==> src/rtl/core/bmm_pkg.sv <==
// Shared constants, codes and controller/datapath interface types for the bracket marker.
`timescale 1ns / 1ps
`default_nettype none
package bmm_pkg;

    localparam int DEF_MAX_LEN = 256;

    localparam logic [1:0] OP_APPEND = 2'd0;
    localparam logic [1:0] OP_READ   = 2'd1;
    localparam logic [1:0] OP_CLEAR  = 2'd2;

    localparam logic [1:0] MARK_BLANK = 2'd0;
    localparam logic [1:0] MARK_OPEN  = 2'd1;
    localparam logic [1:0] MARK_CLOSE = 2'd2;

    localparam logic [7:0] CH_OPEN  = 8'h28;
    localparam logic [7:0] CH_CLOSE = 8'h29;

    typedef struct packed {
        logic append;
        logic push;
        logic pop_rd;
        logic partner_clr;
        logic rd_issue;
        logic out_load;
        logic clear;
        logic set_ovf;
    } cmd_t;

    typedef struct packed {
        logic full;
        logic stack_empty;
        logic is_open;
        logic is_close;
    } sts_t;

endpackage
`default_nettype wire

==> src/rtl/core/bmm_ctrl.sv <==
// Controller of the bracket marker: transaction sequencing and output valid.
`timescale 1ns / 1ps
`default_nettype none
module bmm_ctrl
    import bmm_pkg::*;
(
    input  wire logic       clk,
    input  wire logic       rst_n,
    input  wire logic       in_valid,
    output logic            in_stall,
    input  wire logic [1:0] op,
    output logic            out_valid,
    input  wire logic       out_stall,
    input  wire sts_t       sts,
    output cmd_t            cmd
);

    localparam logic [1:0] ST_IDLE = 2'd0;
    localparam logic [1:0] ST_POP  = 2'd1;
    localparam logic [1:0] ST_RD   = 2'd2;

    logic [1:0] state_reg, state_next;
    logic       out_valid_reg, out_valid_next;
    logic       accept;
    logic       out_free;

    assign in_stall = (state_reg != ST_IDLE);
    assign accept   = in_valid && !in_stall;
    assign out_free = !out_valid_reg || !out_stall;

    always_comb
    begin
        cmd        = '0;
        state_next = state_reg;
        case (state_reg)
            ST_IDLE:
            begin
                if (accept)
                begin
                    case (op)
                        OP_APPEND:
                        begin
                            if (sts.full)
                            begin
                                cmd.set_ovf = 1'b1;
                            end
                            else
                            begin
                                cmd.append = 1'b1;
                                cmd.push   = sts.is_open;
                                if (sts.is_close && !sts.stack_empty)
                                begin
                                    cmd.pop_rd = 1'b1;
                                    state_next = ST_POP;
                                end
                            end
                        end
                        OP_READ:
                        begin
                            cmd.rd_issue = 1'b1;
                            state_next   = ST_RD;
                        end
                        OP_CLEAR:
                        begin
                            cmd.clear = 1'b1;
                        end
                        default:
                        begin
                        end
                    endcase
                end
            end
            ST_POP:
            begin
                cmd.partner_clr = 1'b1;
                state_next      = ST_IDLE;
            end
            ST_RD:
            begin
                if (out_free)
                begin
                    cmd.out_load = 1'b1;
                    state_next   = ST_IDLE;
                end
            end
            default:
            begin
                state_next = ST_IDLE;
            end
        endcase
    end

    assign out_valid_next = cmd.out_load || (out_valid_reg && out_stall);

    always_ff @(posedge clk or negedge rst_n)
    begin
        if (!rst_n)
        begin
            state_reg     <= ST_IDLE;
            out_valid_reg <= 1'b0;
        end
        else
        begin
            state_reg     <= state_next;
            out_valid_reg <= out_valid_next;
        end
    end

    assign out_valid = out_valid_reg;

    a_pop_nonempty: assert property (@(posedge clk) disable iff (!rst_n)
        cmd.pop_rd |-> (!sts.stack_empty && cmd.append))
        else $error("pop issued on empty stack");

    a_append_not_full: assert property (@(posedge clk) disable iff (!rst_n)
        cmd.append |-> !sts.full)
        else $error("append issued with store full");

    a_rd_delivers: assert property (@(posedge clk) disable iff (!rst_n)
        (state_reg == ST_RD && out_free) |=> (out_valid_reg && state_reg == ST_IDLE))
        else $error("read result not loaded");

    a_one_cmd: assert property (@(posedge clk) disable iff (!rst_n)
        $onehot0({cmd.append, cmd.rd_issue, cmd.clear, cmd.partner_clr,
                  cmd.set_ovf, cmd.out_load}))
        else $error("conflicting datapath commands");

endmodule
`default_nettype wire

==> config.mk <==
export PLATFORM = sky130hd
export DESIGN_NAME = bmm_ctrl
export DESIGN_NICKNAME = d
export VERILOG_FILES = /design/src/rtl/core/bmm_pkg.sv /design/src/rtl/core/bmm_ctrl.sv
export SDC_FILE = /design/constraint.sdc
export NUM_CORES = 1
export LEC_CHECK = 0
export CORE_AREA = 5 5 42 44
export DETAILED_ROUTE_END_ITERATION = 7
export DIE_AREA = 0 0 47 49
export DONT_BUFFER_PORTS = 1
export GPL_ROUTABILITY_DRIVEN = 0
export SYNTH_ARGS = -nofsm -noshare
export SYNTH_HDL_FRONTEND = slang
export SYNTH_SLANG_ARGS = --single-unit
==> constraint.sdc <==
create_clock -name clk -period 2.58 [get_ports clk]
set_clock_uncertainty 0.05 [all_clocks]
set_input_delay 0 -clock clk [delete_from_list [all_inputs] [get_ports clk]]
set_output_delay 0 -clock clk [all_outputs]
set_load 0.1 [all_outputs]
==> metrics.md <==
| Metric | Value |
|---|---|
| Status | `finished, final reports clean` |
| Kind of end point of the critical path | `register` |
| Maximum number of pins on one net before global-route repair | `9` |
| First-iteration detailed-routing DRC count | `0` |
| FF+latch count, synth | `3` |
| CTS-repair resized insts | `0` |
| Drt pass-1 iters | `1` |
| H-Tree Level Count | `1` |
| Worst hold slack | `0.188 ns` |
| Synthesized netlist net count | `35` |
| Routed vias | `249` |
| Hold-fix buffers, CTS | `7` |
| Number of buffers added by the clock tree synthesis step | `3` |
| Number of top-level design ports | `20` |
| Count of distinct cell types in the synthesized netlist | `18` |
| Critical Path RT | `2.69 ns` |
| Net switching power figure | `85.6 µW` |
| Global-route congestion overflow total | `0` |
| DP HPWL | `557 µm` |
| Num rows | `14` |
| DR WL/cell | `11.4 µm` |
| Max IR drop VDD | `0.173 mV` |
| # setup viols final | `0` |
| Reg clk slew, reported paths | `0.04 ns` |
| Cell area reported after detailed placement | `355 µm²` |
| Final Hold Viols | `0` |
| Internal power | `129 µW` |
| Final Routed Wirelength | `672 µm` |
| Flip-flop count of the largest register after layout | `2` |
| Worst Min Path Start | `sts[3]` |
| Headroom to the max-slew limit | `61.9%` |
| Die Area | `0.00230 mm²` |
| Synth warnings | `0` |
| First-pass GRT wire length | `1.21 mm` |
| Proportion of layout cells with a drive suffix above 1 | `48.8%` |
| TritonCTS clock tree | `yes` |
| Maximum clock insertion buffer count | `2` |
| Top area cells in the synthesized netlist | `dfrtp_1, nor4b_2, nor4_1` |
| Clock insertion delay at the later pin of the skew report | `0.23 ns` |
| Ratio of final minimum period to clock period | `83.7%` |
| Number of antenna violations at the first check in global routing | `0` |
| CP startpoint | `state_reg[1]$_DFFE_PN0P_` |
| MaxCap Viol Count | `0` |
| Power density over the cells | `475 mW/mm²` |
| Final antenna-violating net count | `0` |
| Total inserted antenna cells | `0` |
| Reg-to-reg critical path startpoint | `state_reg[1]$_DFFE_PN0P_` |
| Die X | `47 µm` |
| Part of the Yosys area used for sequential elements | `35.7%` |
| CTS Root Cell | `clkbuf_4` |
| Net count of the finished layout | `54` |
| Port bufs | `0` |
| Cell type with the highest aggregate area in the netlist | `dfrtp_1` |
| Class of the tightest hold or removal check | `input pin to output pin` |
| Detailed-route vias per instance | `4.22` |
| Type of the worst setup path | `register to register` |
| Number of sinks on the clock net | `3` |
| Unrepaired setup endpoints after global routing | `false` |
| Crit-path max FO | `6` |
| Tot GR Track Use | `7.62%` |
| P_leak | `0.000199 µW` |
| Initial Util | `15.0%` |
| Maximum clock frequency | `0.463 GHz` |
| Core utilization of the finished layout | `32.2%` |
| Switching share of total power | `39.9%` |
| CP Data Arrival Time | `2.27 ns` |
| Most common cell after layout, fill and taps aside | `buf_4` |
| Launching element type of the critical path | `register` |
| Layout overhead on the synthesized area | `115%` |
| Cell count after synthesis | `25` |
| Core region area | `0.00140 mm²` |
| Top cell type's share of synthesized area | `35.7%` |
| Share of total power in combinational logic | `38.0%` |
| Average cell area after synthesis | `8.41 µm²` |
| Most frequent cells in the layout | `buf_4, dlygate4sd3_1, nand2_1, clkbuf_4, dfrtp_1` |
| Number of design rule violations left after detail routing | `0` |
| Max Slew Vio Count | `0` |
| Count of buffers added by post-CTS timing repair for setup | `0` |
| Die outline height | `49 µm` |
| Clk pwr share | `38.0%` |
| Relative contribution of sequential cells to total power | `24.0%` |
| Synthesized area | `210 µm²` |
| Minimum clock period | `2.16 ns` |
| Transition at the pin with the smallest max-transition slack | `0.572 ns` |
| Area of all placed cells without fillers | `452 µm²` |
| Vias in the first global route | `290` |
metal layers:
layer	vias up	global-route usage (%)	wire length [µm]
met5	-	0	0
met4	0	6.91	0
met3	0	3.32	86
met2	9	10.9	366
met1	115	7.95	219
li1	125	-	-
synthesized netlist by cell type:
| cell type | number |
|---|---|
| or2_2 | 1 |
| buf_2 | 1 |
| inv_1 | 1 |
| nor2_1 | 1 |
| nand4bb_1 | 1 |
| nor3b_1 | 1 |
| nand2b_1 | 1 |
| nor4b_2 | 1 |
| or4b_1 | 1 |
| clkbuf_1 | 1 |
| nor3_1 | 2 |
| nor4_1 | 2 |
| dfrtp_1 | 3 |
| nand3_1 | 1 |
| nor2b_1 | 1 |
| nand2_1 | 3 |
| or2b_1 | 1 |
| a21oi_1 | 2 |
stage by stage:
step                      worst slack, ns  cells  setup TNS [ns]  total power, µW
after floorplan                    -0.235     25          -0.465              113
after global routing                0.308     59               0              229
final                               0.419     59               0              215
after detailed placement            0.756     48               0              126
after CTS                           0.406     59               0              221
after global placement              0.770     48               0              126
final timing paths:
kind                            slack (ns)  cells past startpoint                       end
worst max-delay path                  0.42                      3  state_reg[0]$_DFFE_PN0P_
worst min-delay path                  0.19                      2                    cmd[7]
worst max register to register        0.42                      3  state_reg[0]$_DFFE_PN0P_
worst min register to register        0.42                      1  state_reg[1]$_DFFE_PN0P_
max in group asynchronous             1.82                      2       out_valid$_DFF_PN0_
min in group asynchronous             0.51                      2  state_reg[1]$_DFFE_PN0P_
critical path, cell delays in order, from the launching register on:
cell and delay (ns):
dfrtp_1 0.41, or4b_1 0.76, nor4_1 0.29, dlygate4sd3_1 0.58
layout make-up:
class | count | area [µm²]
inverters | 1 | 3.75
fillers | 157 | 950
multi-input cells | 19 | 189
repair buffers | 16 | 138
flip-flops and latches | 3 | 75.1
clock buffers | 4 | 26.3
well taps | 16 | 20.0
cells by family after synthesis:
family	share of synthesized area [%]
simple gates	53.6
buf+inv	5.95
compound gates	4.76
flops	35.7
power groups by stage:
stage	sequential [µW]	clock (µW)	combinational [µW]
floorplan	64.8	0	48.1
global placement	51.9	0	73.7
detailed placement	52.2	0	74.0
CTS	51.5	86.6	82.4
global route	52.2	92.1	85.0
finish	51.5	81.6	81.5
Note: power is estimated with default switching activity, not from simulation.
