### src/rtl/core/bmm_pkg.sv
// Shared constants, codes and controller/datapath interface types for the bracket marker.
`timescale 1ns / 1ps
`default_nettype none
package bmm_pkg;

    localparam int DEF_MAX_LEN = 256;

    localparam logic [1:0] OP_APPEND = 2'd0;
    localparam logic [1:0] OP_READ   = 2'd1;
    localparam logic [1:0] OP_CLEAR  = 2'd2;

    localparam logic [1:0] MARK_BLANK = 2'd0;
    localparam logic [1:0] MARK_OPEN  = 2'd1;
    localparam logic [1:0] MARK_CLOSE = 2'd2;

    localparam logic [7:0] CH_OPEN  = 8'h28;
    localparam logic [7:0] CH_CLOSE = 8'h29;

    typedef struct packed {
        logic append;
        logic push;
        logic pop_rd;
        logic partner_clr;
        logic rd_issue;
        logic out_load;
        logic clear;
        logic set_ovf;
    } cmd_t;

    typedef struct packed {
        logic full;
        logic stack_empty;
        logic is_open;
        logic is_close;
    } sts_t;

endpackage
`default_nettype wire

### src/rtl/core/bmm_datapath.sv
// Datapath of the bracket marker: character, mark and open-position memories and counters.
`timescale 1ns / 1ps
`default_nettype none
module bmm_datapath
    import bmm_pkg::*;
#(
    parameter int MAX_LEN = DEF_MAX_LEN
)
(
    input  wire logic       clk,
    input  wire logic       rst_n,
    input  wire logic [7:0] char_code,
    input  wire logic [7:0] position,
    input  wire cmd_t       cmd,
    output sts_t            sts,
    output logic [1:0]      mark,
    output logic [7:0]      stored_char,
    output logic            out_of_range,
    output logic            overflowed
);

    localparam int AW = $clog2(MAX_LEN);
    localparam int LW = $clog2(MAX_LEN + 1);
    localparam int CW = ((LW > 8) ? LW : 8) + 1;

    logic [1:0]    mark_mem  [MAX_LEN];
    logic [7:0]    char_mem  [MAX_LEN];
    logic [AW-1:0] stack_mem [MAX_LEN];

    logic [LW-1:0] length_reg, length_next;
    logic [LW-1:0] count_reg, count_next;
    logic          ovf_reg, ovf_next;
    logic          oor_reg;
    logic [AW-1:0] partner_reg;
    logic [1:0]    rd_mark_reg;
    logic [7:0]    rd_char_reg;
    logic [1:0]    mark_reg;
    logic [7:0]    char_reg;
    logic          oor_out_reg;
    logic          ovf_out_reg;

    logic [AW-1:0] wr_addr;
    logic [AW-1:0] top_addr;
    logic [AW-1:0] rd_addr;
    logic [LW-1:0] count_dec;
    logic [1:0]    mark_new;
    logic          mark_we;
    logic [AW-1:0] mark_addr;
    logic [1:0]    mark_data;
    logic [CW-1:0] pos_ext;
    logic          oor;

    assign wr_addr   = length_reg[AW-1:0];
    assign count_dec = count_reg - LW'(1);
    assign top_addr  = count_dec[AW-1:0];
    assign rd_addr   = AW'(position);
    assign pos_ext   = CW'(position);
    assign oor       = !((pos_ext < CW'(length_reg)) && (pos_ext < CW'(MAX_LEN)));

    assign sts.full        = (length_reg == LW'(MAX_LEN));
    assign sts.stack_empty = (count_reg == '0);
    assign sts.is_open     = (char_code == CH_OPEN);
    assign sts.is_close    = (char_code == CH_CLOSE);

    always_comb
    begin
        if (sts.is_open)
        begin
            mark_new = MARK_OPEN;
        end
        else if (sts.is_close && sts.stack_empty)
        begin
            mark_new = MARK_CLOSE;
        end
        else
        begin
            mark_new = MARK_BLANK;
        end
    end

    assign mark_we   = cmd.append || cmd.partner_clr;
    assign mark_addr = cmd.partner_clr ? partner_reg : wr_addr;
    assign mark_data = cmd.partner_clr ? MARK_BLANK : mark_new;

    always_ff @(posedge clk)
    begin
        if (mark_we)
        begin
            mark_mem[mark_addr] <= mark_data;
        end
        if (cmd.append)
        begin
            char_mem[wr_addr] <= char_code;
        end
        if (cmd.push)
        begin
            stack_mem[count_reg[AW-1:0]] <= wr_addr;
        end
        if (cmd.pop_rd)
        begin
            partner_reg <= stack_mem[top_addr];
        end
        if (cmd.rd_issue)
        begin
            rd_mark_reg <= mark_mem[rd_addr];
            rd_char_reg <= char_mem[rd_addr];
            oor_reg     <= oor;
        end
        if (cmd.out_load)
        begin
            mark_reg    <= oor_reg ? MARK_BLANK : rd_mark_reg;
            char_reg    <= oor_reg ? 8'd0 : rd_char_reg;
            oor_out_reg <= oor_reg;
            ovf_out_reg <= ovf_reg;
        end
    end

    always_comb
    begin
        length_next = length_reg;
        count_next  = count_reg;
        ovf_next    = ovf_reg;
        if (cmd.clear)
        begin
            length_next = '0;
            count_next  = '0;
            ovf_next    = 1'b0;
        end
        else
        begin
            if (cmd.append)
            begin
                length_next = length_reg + LW'(1);
            end
            if (cmd.push)
            begin
                count_next = count_reg + LW'(1);
            end
            else if (cmd.pop_rd)
            begin
                count_next = count_dec;
            end
            if (cmd.set_ovf)
            begin
                ovf_next = 1'b1;
            end
        end
    end

    always_ff @(posedge clk or negedge rst_n)
    begin
        if (!rst_n)
        begin
            length_reg <= '0;
            count_reg  <= '0;
            ovf_reg    <= 1'b0;
        end
        else
        begin
            length_reg <= length_next;
            count_reg  <= count_next;
            ovf_reg    <= ovf_next;
        end
    end

    assign mark         = mark_reg;
    assign stored_char  = char_reg;
    assign out_of_range = oor_out_reg;
    assign overflowed   = ovf_out_reg;

    a_count_le_length: assert property (@(posedge clk) disable iff (!rst_n)
        count_reg <= length_reg)
        else $error("open stack deeper than string");

    a_length_bound: assert property (@(posedge clk) disable iff (!rst_n)
        length_reg <= LW'(MAX_LEN))
        else $error("string length past capacity");

endmodule
`default_nettype wire

### config.mk
export PLATFORM = sky130hd
export DESIGN_NAME = bmm_datapath
export DESIGN_NICKNAME = d
export VERILOG_FILES = /design/src/rtl/core/bmm_pkg.sv /design/src/rtl/core/bmm_datapath.sv
export SDC_FILE = /design/constraint.sdc
export NUM_CORES = 2
export LEC_CHECK = 0
export BUFFER_PORTS_ARGS = -buffer_cell sky130_fd_sc_hd__buf_2
export CORE_ASPECT_RATIO = 1.75
export CORE_UTILIZATION = 53
export DETAILED_ROUTE_END_ITERATION = 8
export GPL_TIMING_DRIVEN = 1
export PLACE_DENSITY = 0.74
export SLEW_MARGIN = 25
export SYNTH_ARGS = -nofsm -noshare
export SYNTH_HDL_FRONTEND = slang
export SYNTH_MEMORY_MAX_BITS = 65536
export SYNTH_SLANG_ARGS = --single-unit
### constraint.sdc
create_clock -name clk -period 27.7 [get_ports clk]
set_input_delay 5.54 -clock clk [delete_from_list [all_inputs] [get_ports clk]]
set_output_delay 5.54 -clock clk [all_outputs]
set_load 0.01 [all_outputs]
==> metrics <==
multiplexer share of the synthesized area=0.1840; Clock power frac=0.380; reg-to-reg slack, setup=21.60 ns; sequential element share of the synthesized area=0.7735; initial antenna violation count=15; DR vias/cell=6.439; fraction of layout cells with a size suffix above 1=0.2721; Leakage=61.16 nW; pin count of the biggest net entering global routing=257; worst hold-check path type=reg2reg; Switch Pwr=3.374 mW; Arr. time, crit path=7.99 ns; CP Data Required Time=22.16 ns; Layout Nets=8032; Fillers=22970; Synth Area in XOR/XNOR=0.001115; Final ANT Viol Nets=0; area leader, netlist=edfxtp_1; Syn Area/Cell=22.93 um^2; Comb power frac=0.095; die area=343400 um^2; PwrDens=74.37 nW/um^2; crit end category=output port; Post-Synth Simple-Gate Area=0.02289; Gates resized, CTS repair=0; number of global-route vias before repair=86530; Die Span Y=774.4 um; total wire length=421300 um; Mapped Cells=7880; CTS buffer count=391; outcome=completed; drt first-iter violations=9368; clock buffer depth=4; peak supply drop=0.05850 mV; most frequent cells in the layout=edfxtp_1 (4639), mux4_2 (1440), nor2_1 (807); Sink Count=4658; # setup viols final=0; # rows=283; maxcap violations=0; CP max FO=86; clk slew on worst S/H paths=0.06 ns; internal power=11.44 mW; period utilization=0.4886; DR vias=82120; Final Hold Fails=0; max-slew violation count=0; Mapped Area=180700 um^2; global-route wire length before repair=607300 um; Clock Skew=0.06869 ns; Sequential Power Share=0.525; fin area=199200 um^2; CTS tree=done; gpl congestion=0.8791; Post-CTS Setup Bufs=0; Switching Fraction=0.2277; Synth top area share=0.7709; Routed WL per cell=33.04 um; Worst-Skew Late Latency=0.95 ns; core area=339200 um^2; dpl hpwl=258300 um; worst r2r src=count_reg[0]; H-tree depth=5; synth warn=0; placed cell area=186000 um^2; R2R Path End=partner_reg[3]; Startpoint Class=input port; top cells by area, synth=edfxtp_1 (77%), mux4_2 (18%), nor2_1 (1.7%); hold path cells=0; Hold Crit Start=ovf_reg; Initial Utilization=0.5327; highest clock rate=73.89 MHz; final hold slack=0.5769 ns; IO Pins=42; RSZ-0062 raised after global routing=false; Syn-to-layout area delta=10.24%; #FFs+latches synth=4658; Final min period=13.53 ns; Die Width=443.4 um; library cells used by synthesis=45; commonest non-fill, non-tap cell in the layout=edfxtp_1; Mapped Nets=7921; Compound-Gate Fraction of Synth Area=0.006522; R2R depth=9; Synth Area in Adders=0.001039; grt ovf=0; WS Path Type=in2out; largest family of logic cells by synthesized area=multiplexers; GRT Util Overall=0.2454; Hold Path Sink=overflowed; port bufs=41; DRC errors left=0; CTS Hold Bufs=0; Slew HR=0.2348; drt pass-1 iters=8; post-route setup TNS=0 ns; CTS Root Cell=clkbuf_16; Slew @ Worst Pin=1.145 ns; Core Util, Final=0.5873
[worst max path at each step]
stage / start / endpoint / depth (start not counted)
floorplan: char_code[4] / mark_mem[0][1] / 4
global placement: char_code[5] / sts[0] / 5
detailed placement: char_code[5] / sts[0] / 5
CTS: char_code[5] / sts[0] / 5
global route: char_code[5] / sts[0] / 5
finish: char_code[5] / sts[0] / 5
[Yosys cell counts (all sizes together)]
cell    instances
a211oi          2
o32a            1
a311oi          1
nor2b          21
nor2          825
inv            13
xor2            7
nand3b          1
nor4            1
clkbuf        289
nor3            7
a41oi           1
or4             2
a22o           16
o31a            2
clkinv          1
o22ai           8
nor3b           3
dfrtp          19
buf           176
or2             1
a21o            3
xnor2          16
nand3          37
mux4         1440
edfxtp       4639
o21ai           2
o32ai           5
nor4b           2
and4           12
and3b           1
mux2i          81
nand4          10
a22oi          81
a21oi           5
and3            3
o221ai          8
and2            2
nand2          98
a221oi         17
nand2b          6
ha             15
[worst max-delay path, stage by stage]
cell	delay, ns
clkbuf_8	0.36
nor4b_1	0.38
nand3_1	0.54
nor2_1	0.76
buf_2	0.25
[routing by layer]
metal	global-route usage	wire length, um	up-vias
li1	-	-	33460
met1	0.2733	134500	43970
met2	0.4490	231200	3726
met3	0.03224	26960	953
met4	0.1421	28550	6
met5	0	39	-
[logic make-up (layout without fill, tap and decap cells)]
| kind of cell | after synthesis | after routing |
|---|---|---|
| AO/OA/AOI/OAI | 152 | 152 |
| XOR/XNOR | 23 | 23 |
| adder cells (fa/ha/maj) | 15 | 15 |
| buffers and inverters | 479 | 923 |
| flip-flops | 4658 | 4658 |
| multiplexers | 1521 | 1521 |
| other | 0 | 11 |
| AND/OR/NAND/NOR | 1032 | 1032 |
[final cells by class]
cell class              instances  area (um^2)  share of cell area
clock buffers                 480        10370             0.05207
diodes                         11        27.53           0.0001382
inverters                      14        52.55           0.0002638
clock inverters               246         2592             0.01301
well taps                    4417         5527             0.02774
multi-input cells            2743        39190              0.1967
flip-flops and latches       4658       139800              0.7018
repair buffers                183         1638            0.008222
[through the flow]
step                      worst slack (ns)  cells  power (mW)
after floorplan                      3.912   7880       8.772
after global placement               14.10  12010       9.295
after detailed placement             14.12  12010       9.325
after CTS                            14.13  12740       14.87
after global routing                 14.12  12740       15.13
final                                14.17  12750       14.82
[power by group through the flow]
stage	combinational [mW]	clock [mW]	sequential, mW
6_report	1.41	5.64	7.77
3_3_place_gp	1.37	0	7.92
4_1_cts	1.41	5.69	7.77
2_1_floorplan	0.855	0	7.92
5_1_grt	1.44	5.92	7.77
3_5_place_dp	1.40	0	7.92
Power figures use the tool's default switching activity.
